### config.mk
export PLATFORM = sky130hd
export DESIGN_NAME = rbs_merge
export DESIGN_NICKNAME = d
export VERILOG_FILES = /design/src/rtl/core/rbs_pkg.sv /design/src/rtl/core/rbs_merge.sv
export SDC_FILE = /design/constraint.sdc
export NUM_CORES = 1
export LEC_CHECK = 0
export BUFFER_PORTS_ARGS = -buffer_cell sky130_fd_sc_hd__buf_2
export CORE_UTILIZATION = 45
export DETAILED_ROUTE_END_ITERATION = 8
export MAX_ROUTING_LAYER = met4
export PLACE_DENSITY = 0.77
export SETUP_SLACK_MARGIN = 0.05
export SYNTH_ARGS = -nofsm -noshare
export SYNTH_HDL_FRONTEND = slang
export SYNTH_SLANG_ARGS = --single-unit
### constraint.sdc
create_clock -name vclk -period 14.35
set_clock_uncertainty 0.15 [all_clocks]
set_input_delay 1.435 -clock vclk [all_inputs]
set_output_delay 1.435 -clock vclk [all_outputs]
set_load 0.01 [all_outputs]
### src/rtl/core/rbs_pkg.sv
// Shared types and constants for the ray versus box slab test.
`default_nettype none
package rbs_pkg;

  localparam int unsigned QBITS = 32;
  // Divider input register, one register per quotient bit, lane output register.
  localparam int unsigned LANE_LAT = QBITS + 2;
  localparam int unsigned AXES = 3;

  localparam logic [2:0] REG_BOX_MIN_X = 3'd0;
  localparam logic [2:0] REG_BOX_MIN_Y = 3'd1;
  localparam logic [2:0] REG_BOX_MIN_Z = 3'd2;
  localparam logic [2:0] REG_BOX_MAX_X = 3'd3;
  localparam logic [2:0] REG_BOX_MAX_Y = 3'd4;
  localparam logic [2:0] REG_BOX_MAX_Z = 3'd5;

  localparam logic [1:0] FACE_NONE = 2'd3;

  localparam logic signed [31:0] T_POS_INF = 32'sh7fff_ffff;
  localparam logic signed [31:0] T_NEG_INF = 32'sh8000_0000;

  typedef struct packed {
    logic signed [31:0] ray_pos_x;
    logic signed [31:0] ray_pos_y;
    logic signed [31:0] ray_pos_z;
    logic signed [31:0] ray_dir_x;
    logic signed [31:0] ray_dir_y;
    logic signed [31:0] ray_dir_z;
  } in_item_t;

  typedef struct packed {
    logic               hit;
    logic signed [31:0] entry_time;
    logic signed [31:0] exit_time;
    logic [1:0]         face_axis;
    logic               face_negative;
  } out_item_t;

  typedef struct packed {
    logic dzero;
    logic dpos;
    logic in_slab;
  } lane_flags_t;

  typedef struct packed {
    logic signed [31:0] t1;
    logic signed [31:0] t2;
    lane_flags_t        flags;
  } lane_res_t;

endpackage
`default_nettype wire

### src/rtl/core/rbs_merge.sv
// Merges the three axis lanes into the entry and exit distances and the entry face.
`default_nettype none
module rbs_merge
  import rbs_pkg::*;
(
  input  wire lane_res_t lane_i [0:AXES-1],
  output out_item_t      item_o
);

  logic signed [31:0] tnear;
  logic signed [31:0] tfar;
  logic [1:0]         axis;
  logic               neg;
  logic               miss;

  always_comb begin
    tnear = T_NEG_INF;
    tfar  = T_POS_INF;
    axis  = FACE_NONE;
    neg   = 1'b0;
    miss  = 1'b0;
    // Once a miss is seen the result is all zeros, so later axes need not be masked.
    for (int u = 0; u < AXES; u++) begin
      if (lane_i[u].flags.dzero) begin
        if (!lane_i[u].flags.in_slab) begin
          miss = 1'b1;
        end
      end else begin
        if (lane_i[u].t1 > tnear) begin
          tnear = lane_i[u].t1;
          axis  = 2'(u);
          neg   = lane_i[u].flags.dpos;
        end
        if (lane_i[u].t2 < tfar) begin
          tfar = lane_i[u].t2;
        end
        if (tnear > tfar) begin
          miss = 1'b1;
        end
      end
    end
    if (miss || !(tnear > 0)) begin
      item_o.hit           = 1'b0;
      item_o.entry_time    = '0;
      item_o.exit_time     = '0;
      item_o.face_axis     = FACE_NONE;
      item_o.face_negative = 1'b0;
    end else begin
      item_o.hit           = 1'b1;
      item_o.entry_time    = tnear;
      item_o.exit_time     = tfar;
      item_o.face_axis     = axis;
      item_o.face_negative = neg;
    end
  end

endmodule
`default_nettype wire

======== Yosys cells after proc, flatten, opt, wreduce, memory -nomap -nowiden ========
Index checks and enable logic that the tools add are counted.
operators by class
  add/sub/neg operators ................... 0
  multipliers ............................. 0
  divide/modulo/power cells ............... 0
  $lt $le $gt $ge ......................... 10
  equality and inequality tests ........... 0
  shifts and indexed selects .............. 0
  multiplexer cells ....................... 40
  bitwise logic cells ..................... 0
  reductions and logical operators ........ 2
operator list
  kind                                                             count
  two-way mux 32 bit                                               18
  greater-than comparator 32 bit                                   5
  two-way mux 68 bit                                               1
  < comparator 32 bit                                              2
  greater-than comparator 32 x 1 -> 1 bit (second input constant)  1
  greater-than comparator 32 bit (second input constant)           1
  < comparator 32 bit (second input constant)                      1
  two-way mux 1 bit                                                15
  two-way mux 2 bit                                                6
  zero test 1 bit                                                  1
  logical OR 1 bit                                                 1
storage, ports and cells
  bits in registers ....................... 0
  bits in latches ......................... 0
  RAM bits ................................ 0
  ROM bits ................................ 0
  bits of input ports ..................... 201
  output and inout bits ................... 68
  memories kept ........................... 0

======== Logic depth before layout (Yosys ltp) ========
Gate-level depths: netlist of the first run.
  depth in word-level cells ............... 16
  depth in mapped cells ................... 45

======== Worst setup path after synthesis of the first run ========
OpenSTA, ideal clock, no wires.
  path type ............................... input port to output port
  start ................................... in lane_i[177] (netlist name)
  end ..................................... out item_o[43] (netlist name)
  arrival ................................. 10592 ps
  required time ........................... 12765 ps
  slack ................................... 2173 ps
  stages .................................. 43
  path through ............................ nor4_1 > nand2_1 > nor4_1 > a21oi_1 > clkbuf_1 > clkbuf_1 > nand2_1 > ha_1 > a21o_1 > nand3_1 > a21oi_1 > o41a_1 > or4_4 > nand2_1 > clkbuf_1 > clkbuf_1 > nand2_1 > o21ai_0 > (+7 left out) > nand3_1 > mux2i_1 > nor3_2 > clkbuf_1 > mux2_2 > ha_1 > a21o_1 > a21o_1 > a21oi_1 > nor2_1 > a211oi_1 > o221ai_1 > a21oi_1 > xnor2_1 > o21bai_1 > a2111o_1 > clkbuf_1 > a2111oi_0
RTL lines
  what                RTL line        RTL
  start: declaration  rbs_merge.sv:6  input wire lane_res_t lane_i [0:AXES-1],
  end: declaration    rbs_merge.sv:7  output out_item_t item_o

==> metrics.md, run 1 <==
| Metric | Value |
|---|---|
| Worst Path Max Fanout | `39` |
| Wire per inst | `19.23 um` |
| NumNets Final | `2004` |
| Worst-margin pin slew | `1.260 ns` |
| GPL Wtd Cong | `1.034` |
| DRC viols | `0` |
| First-pass GRT wire length | `54.46 mm` |
| FF+latch area | `0 um2` |
| Pin count of the biggest net entering global routing | `77` |
| Fmax | `0.07410 GHz` |
| Setup violators final | `0` |
| Startpoint types | `input port` |
| RSZ-0062 raised after global routing | `no` |
| Cells on Worst Hold Path | `4` |
| Die ar. | `21680 um2` |
| Critical Path RT | `12.77 ns` |
| Initial antenna violation count | `0` |
| Synth Cell Area | `9492 um2` |
| Adder-Cell Fraction of Synth Area | `0.2887` |
| Detailed placer's ending HPWL | `30.67 mm` |
| CP peak stage delay | `0.67 ns` |
| Routed vias/inst | `6.066` |
| Fraction of layout cells with a size suffix above 1 | `0.2307` |
| CP Class | `input port to output port` |
| Synth area leaders | `ha_1 (29%), o21ai_0 (9.2%), nand2_1 (5.9%)` |
| Slew margin rel. | `0.1597` |
| Outcome | `finished, final reports clean` |
| Util after Layout | `0.5348` |
| Drt pass-1 iters | `6` |
| Post-synthesis xor/xnor area fraction | `0.001846` |
| Fin crit period | `13.50 ns` |
| Routed via count | `11234` |
| Simple-Gate Fraction of Synth Area | `0.2319` |
| Hold worst-path end | `item_o[17]` |
| Mapped Cells | `1402` |
| CP max-delay cell | `or4_1` |
| Pwr per Cell Area | `65.29 nW/um2` |
| Worst hold path type | `input port to output port` |
| Maxcap violations | `0` |
| Seq/Total Area, Yosys | `0` |
| Port-buffer cells | `268` |
| Worst Hold Launch | `lane_i[17]` |
| CP arrival | `11.91 ns` |
| Vias in the first global route | `10296` |
| Clock buf count | `0` |
| Diode count | `0` |
| Synth area leader | `ha_1` |
| Avg Cell Area, Syn | `6.770 um2` |
| Global route overflow | `0` |
| Final max-slew violation count | `0` |
| Yosys cell types | `63` |
| Hold Buf Count CTS | `0` |
| Total GRT Usage | `0.3257` |
| Final hold vios | `0` |
| I/O Pins | `269` |
| Worst Setup End Kind | `output port` |
| Initial Util | `0.4646` |
| Post-synthesis mux area share | `0.08674` |
| WHS | `3.129 ns` |
| Most used cell, CP | `nand2_1` |
| Syn_nets | `1822` |
| Most frequent cells after synthesis | `ha_1 (219), o21ai_0 (175), nand2_1 (149), nor2_1 (126), inv_1 (109)` |
| Pwr Total | `0.7133 mW` |
| Post-DRT Antenna Nets | `0` |
| Post-synth top area share | `0.2887` |
| Die width | `147.2 um` |
| FF+latch count | `0` |
| Ys Warns | `0` |
| Core area | `20430 um2` |
| Tcrit/Tclk final | `0.9405` |
| Row cnt | `52` |
| Largest family of logic cells by synthesized area | `compound AO/OA/AOI/OAI gates` |
| Layout area overhead | `15.11%` |
| Initial DRC count | `966` |
| Peak VDD IR | `0.04084 mV` |
| Static leakage | `5.685 nW` |
| Total Wirelength | `35.61 mm` |
| Setup TNS | `0 ns` |
| Cell with the most instances after synthesis | `ha_1` |
| Die Span Y | `147.2 um` |
| Post-synthesis compound-gate area fraction | `0.3024` |
[critical path, delay by kind of cell]
family	cells	cell delay, ns
AOI/OAI and AO/OA	16	4.17
xor gates and xnor gates	1	0.14
adders and majority gates	3	0.91
buffers and inverters	6	1.42
muxes	1	0.28
and+or+nand+nor	13	3.49
[power breakdown]
| part | total, mW | internal [mW] | leakage (nW) | switching (mW) |
|---|---|---|---|---|
| Combinational | 0.713 | 0.282 | 5.68 | 0.431 |
| Sequential | 0 | 0 | 0 | 0 |
| Clock | 0 | 0 | 0 | 0 |
[per-stage QoR]
step | instance area [um2] | instances | setup slack, ns
3_5_place_dp | 10900 | 1850 | 0.4588
6_report | 10930 | 1852 | 0.8545
3_3_place_gp | 10900 | 1850 | 0.6515
4_1_cts | 10900 | 1850 | 0.4112
2_1_floorplan | 9492 | 1402 | 2.173
5_1_grt | 10930 | 1852 | 0.1254
[metal layers]
layer | up-vias | global-route usage | routed length, um
met4 | 0 | 0.08969 | 1089
met1 | 5144 | 0.4563 | 16660
met2 | 489 | 0.5031 | 15280
li1 | 5546 | - | -
met5 | - | - | 0
met3 | 55 | 0.01770 | 2575
[worst max path at each step]
stage / start / end / depth (start not counted)
finish: lane_i[177] / item_o[52] / 40
global route: lane_i[177] / item_o[61] / 41
CTS: lane_i[177] / item_o[52] / 40
detailed placement: lane_i[177] / item_o[52] / 40
global placement: lane_i[177] / item_o[62] / 41
floorplan: lane_i[177] / item_o[43] / 43
[timing repair]
action | in CTS | in global routing
gates resized for setup | 0 | 2
buffers inserted | 0 | 1
setup endpoints to repair | 0 | 67
[logic make-up (layout without fill, tap and decap cells)]
kind of cell | after synthesis | after routing
simple gates | 463 | 464
compound gates | 424 | 424
fa+ha+maj | 219 | 219
buf+inv | 215 | 394
mux | 78 | 78
xor+xnor | 2 | 2
other cells | 1 | 1
[cell type report]
cell class / count / area, um2
tap: 270 / 337.8
fill: 2077 / 9504
inverter: 109 / 409.1
multi-input combinational: 1188 / 8710
timing repair buffer: 285 / 1469
[cells in the final DEF (no fill, tap or decap), types with 4 or more instances in the layout]
cell type    n
o21ai_0    175
or2_2        7
nor2_1     126
a211oi_1     7
ha_1       219
or3_1        7
mux2_2      34
nor3_1      23
o211a_1      4
buf_2      268
o211ai_1    10
nand4_1     44
nor2b_1      8
nand3_1     24
nor4_1      29
and4_1       5
a2111oi_2   22
a2111oi_0   37
a21oi_1     72
and2_1       4
o31ai_1      5
mux2i_1     43
nand2b_1    19
buf_4       17
inv_1      109
nand2_1    148
a21o_1      55
a211o_1      4
Note: power is estimated with default switching activity, not from simulation.
==> inputs of run 2 (changes only) <==
==> constraint.sdc (replaced) <==
create_clock -name vclk -period 16.1
set_clock_uncertainty 0.15 [all_clocks]
set_input_delay 1.61 -clock vclk [all_inputs]
set_output_delay 1.61 -clock vclk [all_outputs]
set_load 0.05 [all_outputs]
==> metrics.md, run 2 (synthesis results as in run 1) <==
| Metric | Value |
|---|---|
| Layout area overhead | `14.32%` |
| Static leakage | `5.644 nW (-0.72%)` |
| Initial DRC count | `870 (-9.9%)` |
| Global route overflow | `0 (unchanged)` |
| RSZ-0062 raised after global routing | `no` |
| Clock power frac | `0 (unchanged)` |
| Row cnt | `52 (unchanged)` |
| Routed vias/inst | `6.091 (+0.41%)` |
| FF+latch area | `0 um2 (unchanged)` |
| Post-DRT Antenna Nets | `0 (unchanged)` |
| Most common cell after layout, fill and taps aside | `buf_2` |
| Drt pass-1 iters | `5 (-1)` |
| Fmax | `0.06671 GHz` |
| Port-buffer cells | `268 (unchanged)` |
| Final hold vios | `0 (unchanged)` |
| Critical path capture point | `item_o[54]` |
| First-pass GRT wire length | `55.70 mm (+2.3%)` |
| Top delay family on crit path | `compound AO/OA/AOI/OAI gates` |
| Most used cell, CP | `nand2_1` |
| Pwr per Cell Area | `66.20 nW/um2 (+1.4%)` |
| CP arrival | `13.23 ns (+1.32 ns)` |
| Worst-margin pin slew | `1.119 ns (-0.1413 ns)` |
| Total Wirelength | `36.45 mm (+2.3%)` |
| Critical path depth | `40 (unchanged)` |
| CP peak stage delay | `0.73 ns (+0.06 ns)` |
| Placed Instances | `1843 (-0.38%)` |
| CP Class | `input port to output port` |
| Post-place setup slack | `1.504 ns (+1.046 ns)` |
| Startpoint types | `input port` |
| Most frequent cells in the layout | `buf_2 (268), ha_1 (219), o21ai_0 (175), nand2_1 (149), nor2_1 (126)` |
| NumNets Final | `1995 (-0.45%)` |
| DRC viols | `0 (unchanged)` |
| Wire per inst | `19.76 um (+2.7%)` |
| Vias in the first global route | `10338 (+0.41%)` |
| Placed inst area | `10850 um2 (-0.48%)` |
| Worst hold path type | `input port to output port` |
| Sequential power share | `0 (unchanged)` |
| Worst Setup Slack, final | `1.109 ns (+0.2550 ns)` |
| Setup violators final | `0 (unchanged)` |
| Core area | `20430 um2 (unchanged)` |
| Comb pwr share | `1.000 (about the same)` |
| Power Internal | `0.2473 mW (-12%)` |
| Switch share | `0.6556 (+0.05085)` |
| WHS | `3.546 ns (+0.4171 ns)` |
| Total GRT Usage | `0.3339 (+0.008279)` |
| Die width | `147.2 um (unchanged)` |
| Post-route cell area | `10850 um2 (-0.69%)` |
| Die ar. | `21680 um2 (unchanged)` |
| Routed via count | `11237 (+0.027%)` |
| GPL Wtd Cong | `1.014 (-1.9%)` |
| Setup TNS | `0 ns (unchanged)` |
| Post-CTS Resized | `0 (unchanged)` |
| Clock buf count | `0 (unchanged)` |
| Fin crit period | `14.99 ns` |
| Worst Path Buf+Inv | `6 (unchanged)` |
| FF+latch count | `0 (unchanged)` |
| Critical path origin | `lane_i[177]` |
| Hold Buf Count CTS | `0 (unchanged)` |
| Initial Util | `0.4646 (unchanged)` |
| Maxcap violations | `0 (unchanged)` |
| Cell Count, Final, Fillers Out | `1845 (-0.38%)` |
| Setup bufs post-CTS | `0 (unchanged)` |
| Tcrit/Tclk final | `0.9311` |
| Outcome | `finished, final reports clean` |
| Worst Path Max Fanout | `46 (+18%)` |
| I/O Pins | `269 (unchanged)` |
| Detailed placer's ending HPWL | `31.02 mm (+1.1%)` |
| Final max-slew violation count | `0 (unchanged)` |
| Worst Setup End Kind | `output port` |
| Psw | `0.4709 mW (+9.2%)` |
| Critical Path RT | `14.34 ns (+1.57 ns)` |
| Slew margin rel. | `0.2521 (+0.09239)` |
| Fraction of layout cells with a size suffix above 1 | `0.2250 (-0.005673)` |
| CP max-delay cell | `nand2_1` |
| Peak VDD IR | `0.03431 mV (-16%)` |
| Die Span Y | `147.2 um (unchanged)` |
| Initial antenna violation count | `2 (+2)` |
| Pin count of the biggest net entering global routing | `77 (unchanged)` |
-- run 2: changes by cell type in the layout (fill, tap and decap cells not counted) --
cell      before  now
o311ai_2       1    0
nor3_2         2    1
nand2_2        1    0
buf_4         17    9
o311ai_1       1    2
nand2_1      148  149
diode_2        0    2
-- run 2: worst min path at each step --
| stage | cells past startpoint | slack (ns) | from | end |
|---|---|---|---|---|
| 6_report | 4 | 3.55 | lane_i[13] | item_o[13] |
| 5_1_grt | 4 | 3.57 | lane_i[13] | item_o[13] |
| 4_1_cts | 4 | 3.54 | lane_i[13] | item_o[13] |
| 3_5_place_dp | 4 | 3.54 | lane_i[13] | item_o[13] |
| 3_3_place_gp | 4 | 3.54 | lane_i[12] | item_o[12] |
| 2_1_floorplan | 2 | 3.32 | lane_i[1] | item_o[0] |
-- run 2: power groups by stage --
stage                 clock (mW)  combinational [mW]  sequential, mW
detailed placement             0               0.703               0
floorplan                      0               0.521               0
finish              0.0000000166               0.718               0
global route        0.0000000166               0.783               0
CTS                            0               0.705               0
global placement               0               0.689               0
-- run 2: area by class of cell --
cell class,count,area [um2]
fillers,2083,9579
diodes,2,5.005
well taps,270,337.8
repair buffers,277,1409
inverters,109,409.1
multi-input cells,1187,8690
-- run 2: per-stage QoR --
step           power, mW    util
6_report          0.7182  0.5311
5_1_grt           0.7828  0.5311
4_1_cts           0.7053  0.5309
3_5_place_dp      0.7032  0.5309
3_3_place_gp      0.6886  0.5309
2_1_floorplan     0.5206       -
-- run 2: tightest hold or removal path, cell delays in order --
cell,delay (ns)
buf_2,0.12
nor2_1,0.09
a2111oi_0,0.06
buf_2,0.21
-- run 2: routing by layer --
metal	part of all wire	vias to the layer above	routed length (um)	GRT usage
li1	-	5531	-	-
met1	0.47	5133	17140	0.4730
met2	0.42	514	15270	0.5002
met3	0.077	59	2790	0.02453
met4	0.034	0	1251	0.1015
met5	0	-	0	-
